**config.mk**
```make
export PLATFORM = sky130hd
export DESIGN_NAME = sorted_list_insert_delete_top
export DESIGN_NICKNAME = d
export VERILOG_FILES = /design/src/rtl/sli_pkg.sv /design/src/rtl/sli_ram.sv /design/src/rtl/sli_datapath.sv /design/src/rtl/sli_ctrl.sv /design/src/rtl/sorted_list_insert_delete_top.sv
export SDC_FILE = /design/constraint.sdc
export NUM_CORES = 1
export LEC_CHECK = 0
export ABC_AREA = 0
export BUFFER_PORTS_ARGS = -buffer_cell sky130_fd_sc_hd__buf_2
export CORE_MARGIN = 2
export CORE_UTILIZATION = 52
export DETAILED_ROUTE_END_ITERATION = 10
export PLACE_DENSITY = 0.74
export SETUP_SLACK_MARGIN = 0.02
export SLEW_MARGIN = 40
export SYNTH_ARGS = -nofsm -noshare
export SYNTH_HDL_FRONTEND = slang
export SYNTH_SLANG_ARGS = --single-unit
```
**constraint.sdc**
```tcl
create_clock -name clk -period 18.25 [get_ports clk]
set_clock_uncertainty 0.2 [all_clocks]
set_input_delay 0 -clock clk [delete_from_list [all_inputs] [get_ports clk]]
set_output_delay 0 -clock clk [all_outputs]
set_load 0.05 [all_outputs]
```
**src/rtl/sli_pkg.sv**
```systemverilog
`timescale 1ns / 1ps
// Shared types and constants for the sorted insertion list.
package sli_pkg;

  localparam int VAL_W = 32;
  localparam int POS_W = 4;
  localparam int CNT_W = 5;

  localparam logic CMD_INSERT = 1'b0;
  localparam logic CMD_DELETE = 1'b1;

  typedef enum logic [1:0] {
    ST_DONE      = 2'd0,
    ST_NOT_FOUND = 2'd1,
    ST_FULL      = 2'd2
  } status_t;

  typedef struct packed {
    logic load;
    logic scan;
    logic place;
    logic emit;
  } dp_cmd_t;

  typedef struct packed {
    logic is_insert;
    logic full;
    logic scan_end;
    logic out_free;
  } dp_stat_t;

endpackage

```
**src/rtl/sli_ram.sv**
```systemverilog
`timescale 1ns / 1ps
// Generic single-write, single-read RAM with registered read data.
module sli_ram #(
  parameter int WIDTH = 32,
  parameter int DEPTH = 16
) (
  input  logic                     clk,
  input  logic                     we,
  input  logic [$clog2(DEPTH)-1:0] waddr,
  input  logic [WIDTH-1:0]         wdata,
  input  logic                     re,
  input  logic [$clog2(DEPTH)-1:0] raddr,
  output logic [WIDTH-1:0]         rdata
);

  logic [WIDTH-1:0] mem [DEPTH];

  always_ff @(posedge clk) begin
    if (we) begin
      mem[waddr] <= wdata;
    end
    if (re) begin
      rdata <= mem[raddr];
    end
  end

endmodule

```
**src/rtl/sli_datapath.sv**
```systemverilog
`timescale 1ns / 1ps
// Datapath of the sorted list: entry memory, scan counters, compare and result register.
module sli_datapath import sli_pkg::*; #(
  parameter int CAPACITY = 16
) (
  input  logic                    clk,
  input  logic                    rst,
  input  dp_cmd_t                 cmd,
  output dp_stat_t                stat,
  input  logic                    command,
  input  logic signed [VAL_W-1:0] value,
  output logic                    out_valid,
  input  logic                    out_ready,
  output logic [1:0]              status,
  output logic [POS_W-1:0]        position,
  output logic [CNT_W-1:0]        count
);

  localparam int AW = $clog2(CAPACITY);
  localparam int CW = $clog2(CAPACITY + 1);

  logic                    cmd_r;
  logic signed [VAL_W-1:0] val_r;
  logic [CW-1:0]           entry_count;
  logic [CW-1:0]           count_next;
  logic [AW-1:0]           ptr;
  logic [CW-1:0]           left;
  logic                    rd_vld;
  logic [AW-1:0]           rd_idx;
  logic [AW-1:0]           pos_r;
  logic                    found_r;
  logic                    full_r;
  status_t                 status_r;
  status_t                 status_next;
  logic [POS_W-1:0]        pos_out;
  logic [CNT_W-1:0]        cnt_out;

  logic                    is_ins;
  logic                    issue;
  logic                    cmp;
  logic                    ge;
  logic                    stop_now;
  logic                    full_now;
  logic                    we;
  logic [AW-1:0]           waddr;
  logic [VAL_W-1:0]        wdata;
  logic [VAL_W-1:0]        rdata;
  logic [AW+POS_W-1:0]     pos_ext;
  logic [CW+CNT_W-1:0]     cnt_ext;

  assign is_ins   = (cmd_r == CMD_INSERT);
  assign full_now = (entry_count == CW'(CAPACITY));
  assign issue    = cmd.scan && (left != '0);
  assign cmp      = cmd.scan && rd_vld;
  assign ge       = ($signed(rdata) >= val_r);
  // An insert scans downwards and stops at the first entry below the new value.
  assign stop_now = cmp && is_ins && !ge;

  sli_ram #(
    .WIDTH(VAL_W),
    .DEPTH(CAPACITY)
  ) u_ram (
    .clk  (clk),
    .we   (we),
    .waddr(waddr),
    .wdata(wdata),
    .re   (issue),
    .raddr(ptr),
    .rdata(rdata)
  );

  always_comb begin
    we    = 1'b0;
    waddr = rd_idx + AW'(1);
    wdata = rdata;
    if (cmd.place) begin
      we    = 1'b1;
      waddr = pos_r;
      wdata = val_r;
    end else if (cmp && is_ins && ge) begin
      we    = 1'b1;
      waddr = rd_idx + AW'(1);
    end else if (cmp && !is_ins && found_r) begin
      // Entries above the removed one each move down by one place.
      we    = 1'b1;
      waddr = rd_idx - AW'(1);
    end
  end

  always_comb begin
    count_next  = entry_count;
    status_next = ST_DONE;
    if (full_r) begin
      status_next = ST_FULL;
    end else if (is_ins) begin
      count_next = entry_count + CW'(1);
    end else if (found_r) begin
      count_next = entry_count - CW'(1);
    end else begin
      status_next = ST_NOT_FOUND;
    end
  end

  assign pos_ext = {{POS_W{1'b0}}, pos_r};
  assign cnt_ext = {{CNT_W{1'b0}}, count_next};

  always_ff @(posedge clk) begin
    if (rst) begin
      entry_count <= '0;
      rd_vld      <= 1'b0;
      out_valid   <= 1'b0;
    end else begin
      rd_vld <= issue;
      if (cmd.emit) begin
        entry_count <= count_next;
        out_valid   <= 1'b1;
      end else if (out_ready) begin
        out_valid <= 1'b0;
      end
    end
  end

  always_ff @(posedge clk) begin
    if (cmd.load) begin
      cmd_r   <= command;
      val_r   <= value;
      pos_r   <= '0;
      found_r <= 1'b0;
      full_r  <= (command == CMD_INSERT) && full_now;
      if (command == CMD_INSERT) begin
        ptr  <= AW'(entry_count - CW'(1));
        left <= full_now ? '0 : entry_count;
      end else begin
        ptr  <= '0;
        left <= entry_count;
      end
    end else begin
      if (issue) begin
        ptr    <= is_ins ? ptr - AW'(1) : ptr + AW'(1);
        left   <= left - CW'(1);
        rd_idx <= ptr;
      end
      if (stop_now) begin
        pos_r <= rd_idx + AW'(1);
      end
      if (cmp && !is_ins && !found_r && (rdata == val_r)) begin
        found_r <= 1'b1;
        pos_r   <= rd_idx;
      end
    end
    if (cmd.emit) begin
      status_r <= status_next;
      pos_out  <= (status_next == ST_DONE) ? pos_ext[POS_W-1:0] : '0;
      cnt_out  <= cnt_ext[CNT_W-1:0];
    end
  end

  assign stat.is_insert = is_ins;
  assign stat.full      = full_r;
  assign stat.scan_end  = (left == '0) || stop_now;
  assign stat.out_free  = !out_valid || out_ready;

  assign status   = status_r;
  assign position = pos_out;
  assign count    = cnt_out;

endmodule

```
**src/rtl/sli_ctrl.sv**
```systemverilog
`timescale 1ns / 1ps
// Controller state machine that sequences load, scan, placement and result of each command.
module sli_ctrl import sli_pkg::*; (
  input  logic     clk,
  input  logic     rst,
  input  logic     in_valid,
  output logic     in_ready,
  input  dp_stat_t stat,
  output dp_cmd_t  cmd
);

  typedef enum logic [3:0] {
    S_IDLE   = 4'b0001,
    S_SCAN   = 4'b0010,
    S_PLACE  = 4'b0100,
    S_FINISH = 4'b1000
  } state_t;

  state_t state;
  state_t state_next;

  always_comb begin
    state_next = state;
    cmd        = '0;
    in_ready   = 1'b0;
    case (state)
      S_IDLE: begin
        in_ready = 1'b1;
        if (in_valid) begin
          cmd.load   = 1'b1;
          state_next = S_SCAN;
        end
      end
      S_SCAN: begin
        cmd.scan = 1'b1;
        if (stat.scan_end) begin
          state_next = (stat.is_insert && !stat.full) ? S_PLACE : S_FINISH;
        end
      end
      S_PLACE: begin
        cmd.place  = 1'b1;
        state_next = S_FINISH;
      end
      S_FINISH: begin
        if (stat.out_free) begin
          cmd.emit   = 1'b1;
          state_next = S_IDLE;
        end
      end
      default: begin
        state_next = S_IDLE;
      end
    endcase
  end

  always_ff @(posedge clk) begin
    if (rst) begin
      state <= S_IDLE;
    end else begin
      state <= state_next;
    end
  end

endmodule

```
**src/rtl/sorted_list_insert_delete_top.sv**
```systemverilog
`timescale 1ns / 1ps
// Top level of the sorted insertion list: controller and datapath.
//
//   channel | direction | handshake           | beat contents
//   in      | input     | in_valid / in_ready | command, value
//   out     | output    | out_valid/out_ready | status, position, count
//
// One command is in service at a time. The entries live in a RAM with one read
// and one write port that is walked one entry per cycle. A delete walks all the
// stored entries; an insert walks down from the top, stops early on passing its
// place and then writes the new value there; an insert into a full list walks
// none of them. in_ready rises in the cycle in which the result appears.
// Reset empties the list. A result waiting on a stalled output holds the block in
// its final state with in_ready low.
module sorted_list_insert_delete_top import sli_pkg::*; #(
  parameter int CAPACITY = 16
) (
  input  logic                    clk,
  input  logic                    rst,
  input  logic                    in_valid,
  output logic                    in_ready,
  input  logic                    command,
  input  logic signed [VAL_W-1:0] value,
  output logic                    out_valid,
  input  logic                    out_ready,
  output logic [1:0]              status,
  output logic [POS_W-1:0]        position,
  output logic [CNT_W-1:0]        count
);

  dp_cmd_t  cmd;
  dp_stat_t stat;

  sli_ctrl u_ctrl (
    .clk     (clk),
    .rst     (rst),
    .in_valid(in_valid),
    .in_ready(in_ready),
    .stat    (stat),
    .cmd     (cmd)
  );

  sli_datapath #(
    .CAPACITY(CAPACITY)
  ) u_datapath (
    .clk      (clk),
    .rst      (rst),
    .cmd      (cmd),
    .stat     (stat),
    .command  (command),
    .value    (value),
    .out_valid(out_valid),
    .out_ready(out_ready),
    .status   (status),
    .position (position),
    .count    (count)
  );

endmodule

```
# Word level (Yosys, flattened, before mapping)
# Memories as Yosys holds them, arrays and structs flattened. A register that Yosys moved wholly into a read port is not among the register bits.
# Index checks and enable logic that the tools add are counted.
# word_totals
out_inout_bits,13
word_cells,100
ramBits,512
inputBits,37
register_bits,74
n_memories,1
# classes
order_cmp,1
n_eq_ne,9
reduce_logical,25
muxes,39
bitwise,3
n_addsub,7
# mem_list
name,depth,width,read_ports,rd_clocked_by_memory_dff,write_ports,line_no,source
u_datapath.u_ram.mem,16,32,1,1,1,sli_ram.sv:16,logic [WIDTH-1:0] mem [DEPTH];
# ops
cell,n
$mux W4,13
$mux W5,7
$eq A32 B32 Y1,1
$ge A32 B32 Y1,1
$mux W32,1
$pmux W4 S4,1
$mux W1,15
$logic_and A1 B1 Y1,11
$sub A5 B1 Y5 const B,2
$add A4 B1 Y4 const B,2
$sub A4 B1 Y4 const B,2
$ne A2 B2 Y1 const B,3
$reduce_bool A2 Y1,3
$add A5 B1 Y5 const B,1
$eq A5 B5 Y1 const B,1
$logic_not A5 Y1,1
$reduce_bool A5 Y1,1
$eq A4 B1 Y1 const B,1
$eq A4 B2 Y1 const B,1
$eq A4 B3 Y1 const B,1
$eq A4 B4 Y1 const B,1
$logic_not A1 Y1,4
$mux W2,2
$not A1 Y1,3
other kinds (4),5

# Depth between registers and ports, before layout
# logic_depth
word_depth,10
mapped_depth,9
ltp_nobuf,9

# Hierarchy
# A second synthesis with hierarchy kept.
# unflattened
hier_cells,1238
hier_area_um2,24622.4
# modules_own_cells
mod,seq_area_each_um2,area_per_inst_um2,cells_each,instances
sli_ram,16335.7,20155.6,838,1
sli_datapath,1981.9,4212.8,374,1
sli_ctrl,80.1,254.0,26,1

# Least setup slack after synthesis
# Ideal clock, no wire load.
# synth_path
path_kind,register to register
from,"register u_datapath.u_ram.rdata[14], read port of u_datapath.u_ram.mem"
to,memory u_datapath.u_ram.mem[12][0] (enable)
stages_incl_launch_ff,9
setup_ns,0.501
synth_period_minus_slack_ns,5.729
arrival_ns,5.028
path_buffers,0
required_ns,17.549
slack_ns,12.521
cell_sequence,edfxtp_1 -> ha_1 -> nand4_1 -> nor4_1 -> o21ai_0 -> o211ai_1 -> a21oi_1 -> o31a_1 -> nor4_1
# synth_between
elab_chain_cells,6
word_cells_on_any_way,8
classes_between,order compare: 1; mux: 6; reduce/logical: 1
# synth_lines
element,line_no,source
"start, declared",sli_ram.sv:13,output logic [WIDTH-1:0] rdata
$ge A32 B32 Y1 *,sli_datapath.sv:55,assign ge = ($signed(rdata) >= val_r);
$logic_and A1 B1 Y1 *,sli_datapath.sv:80,end else if (cmp && is_ins && ge) begin
$mux W1,sli_datapath.sv:80,
$mux W1,sli_datapath.sv:76,if (cmd.place) begin
$mux W1,sli_ram.sv:19,if (we) begin
$mux W1 (implied by the code),sli_ram.sv:20,mem[waddr] <= wdata;
"end, declared",sli_ram.sv:16,
# Mark *: on every way between the ends. The rest lies on a longest branch, timed or not.

# Worst setup path after layout
# layout_path
from,"register u_datapath.u_ram.rdata[14], read port of u_datapath.u_ram.mem"
to,memory u_datapath.u_ram.mem[2][24] (enable)
# Same word-level chain as after synthesis.

==> metrics.cfg <==
[route]
detail-route-antenna-nets = 0
drt_iter0_drc = 1501
drt_pass1_iterations = 5
vias = 12160
routedWlPerCell_um = 24.87
via_per_inst = 5.959
wl_mm = 50.76
route.detailed.drc = 0

[flow_run]
cap_violations = 0

[sta]
rsz0062_at_grt = no
fmax_mhz = 219.3
finalSetupViolCount = 0
period_needed_ps = 4560
hold_violations = 0
fin_tns_setup_ps = 0
worst_slew_pin_slew_ps = 880.4
finalCritPeriodShare_pct = 24.99
slew_violations = 0
whs_ps = 72.36
max_slew_margin_pct = 41.31
setup_slack_ps = 13690

[placement]
portBuffers = 49
finalWeightedCongestion = 0.7927
placed_cells_incl_taps = 1863
hpwl_mm = 28.36
dp_slack_ps = 13820

[worst_setup_path]
critPathArrivalTime_ps = 4620
crit_end = u_datapath.u_ram.mem[2][24]$_DFFE_PP_
cp-end-kind = register
r2r-end = u_datapath.u_ram.mem[2][24]$_DFFE_PP_
crit_start = u_datapath.u_ram.rdata[14]$_DFFE_PP_
worst_setup_path_start_kind = register
reg2reg_setup_slack_ps = 13690
reg2reg_from = u_datapath.u_ram.rdata[14]$_DFFE_PP_
crit_fanout = 23
timing.reg2reg.worst_path_depth = 9
required_ps = 18310
path_class = register to register

[grt]
grt_max_degree = 132
overflow = 0
grt_usage_pct = 21.05
grt_pass1_wl_mm = 77.50
grt_pass1_vias = 12810
antenna_found_initial = 0

[yosys]
synthArstFlopShare_pct = 0
yosysSeqAreaShare_pct = 75.16
yosysTopAreaCellShare_pct = 73.85
synth.net_count = 1279
synth_edf_count = 602
yosysMostFrequentCell = edfxtp_1
avgSynthCellArea_um2 = 20.38
netlist_top_cells_count = edfxtp_1, mux4_2, nand2_1
ys_types = 49
ys_warn_count = 0
syn-instance-count = 1201
synthFlopType = edfxtp_1
syn_area_um2 = 24480
yosysTopAreaCell = edfxtp_1
synthTopCellsByArea = edfxtp_1, mux4_2, ha_1
synth-seq-cells = 618

[die]
io_pins = 50
initial_core_util_pct = 52.58
die_x_um = 221.0
row_count = 79
core_area_um2 = 46560
die_height_um = 221.0
dieArea_um2 = 48820

[cts]
clock_sinks = 618
cts_root_buf = clkbuf_16
cts.path.max_buffers = 3
clock_latency_ps = 630
cts_buffers = 59
clkSlewWorstSetupHoldPaths_ps = 60
cts_tree = done
cts_resized = 0
cts.htree.levels = 2

[worst_hold_path]
hp-class = primary input to register

[outcome]
outcome = completed

[power_and_ir_drop]
p_per_area_nw_per_um2 = 107.8
vdd.ir_drop.worst_mv = 0.08260
power.leakage_uw = 0.009420
total_power_uw = 3070

[finish]
nNetsFinal = 1466
fin_cells = 2041
syn2layout_area_growth_pct = 16.31
final_layout_size_suffix_gt1_share_pct = 26.29
antenna_cells = 0

[cells in the final DEF, fill, tap and decap left out, types with 4 or more instances in the layout]
cell	instances
o21ai_2	5
mux2i_1	5
or3_1	4
mux4_2	160
ha_1	40
o21ai_0	45
nand4_1	11
xnor2_1	9
buf_4	48
nor3_1	8
inv_1	48
nand2_1	61
edfxtp_1	602
dlygate4sd3_1	71
buf_2	49
clkinv_1	12
nor3_2	4
clkbuf_16	59
clkinv_2	11
dfxtp_1	16
and2_1	4
nor2_1	21
nor2_4	8
clkbuf_1	18
xor2_1	10
nand2b_1	7
nand3_1	12
a21oi_1	24
[critical path, stage by stage (launching register included)]
cell and delay, ps:
edfxtp_1 400, ha_1 340, nand4_1 190, nor4_1 640
o21ai_0 300, o211ai_1 240, a21oi_1 160, o221a_2 460
nor3_4 670, buf_4 550
[per-stage QoR]
| stage | util (%) | area, µm² |
|---|---|---|
| 2_1_floorplan | - | 24480 |
| 3_3_place_gp | 55.41 | 25800 |
| 3_5_place_dp | 55.78 | 25970 |
| 4_1_cts | 61.13 | 28460 |
| 5_1_grt | 61.15 | 28470 |
| 6_report | 61.15 | 28470 |
[layer usage]
metal | global-route usage (%) | vias to the layer above | share of wire [%]
met1 | 28.72 | 6341 | 41
met4 | 5.088 | 0 | 1.9
met2 | 35.12 | 460 | 50
met3 | 4.462 | 81 | 7.0
met5 | 0 | - | 0
li1 | - | 5281 | -
[kinds of logic after synthesis]
logic type | after synthesis | share of synthesized area [%]
buffers and inverters | 101 | 1.559
xor gates and xnor gates | 19 | 0.6799
adders and majority gates | 41 | 2.126
DFF | 618 | 75.16
AOI/OAI and AO/OA | 96 | 2.229
and+or+nand+nor | 159 | 3.210
muxes | 167 | 15.03
[where the power goes]
| part | switching (µW) | total, µW | internal (µW) |
|---|---|---|---|
| clock network | 508 | 1140 | 637 |
| logic | 169 | 336 | 167 |
| registers | 9.95 | 1590 | 1580 |
| total | 687 | 3070 | 2380 |
[worst min-delay path by stage]
stage	cells past startpoint	startpoint	slack, ps	endpoint
after floorplan	0	command	-100	u_datapath.cmd_r$_DFFE_PP_
after global placement	1	value[25]	-20	u_datapath.val_r[25]$_DFFE_PP_
after detailed placement	1	value[8]	-20	u_datapath.val_r[8]$_DFFE_PP_
after CTS	3	rst	50	u_datapath.out_valid$_SDFFE_PP0P_
after global routing	3	rst	70	u_datapath.entry_count[2]$_SDFFE_PP0P_
final	3	rst	70	u_datapath.out_valid$_SDFFE_PP0P_
[state kept, by name, indices dropped and copies added (netlist names)]
signal / flops
u_datapath.status: 2
u_datapath.u_ram.rdata: 32
u_datapath.val_r: 32
u_datapath.cmd_r: 1
u_datapath.ptr: 4
u_ctrl.state: 4
u_datapath.position: 4
u_datapath.rd_vld: 1
u_datapath.left: 5
u_datapath.count: 5
u_datapath.found_r: 1
u_datapath.full_r: 1
u_datapath.out_valid: 1
u_datapath.pos_r: 4
u_datapath.u_ram.mem: 512
u_datapath.rd_idx: 4
u_datapath.entry_count: 5
[repair_timing]
action	CTS	global route
hold buffers	71	0
buffers inserted	0	0
endpoints found under the hold margin	69	0
[cell type report]
class                   instances  area, µm²
well taps                     607      759.5
clock buffers                  77       1544
flip-flops and latches        618      18400
multi-input cells             482       5852
repair buffers                177       1491
fillers                      3162      18090
inverters                      50      188.9
clock inverters                30      236.5
Note: power is estimated with default switching activity, not from simulation.
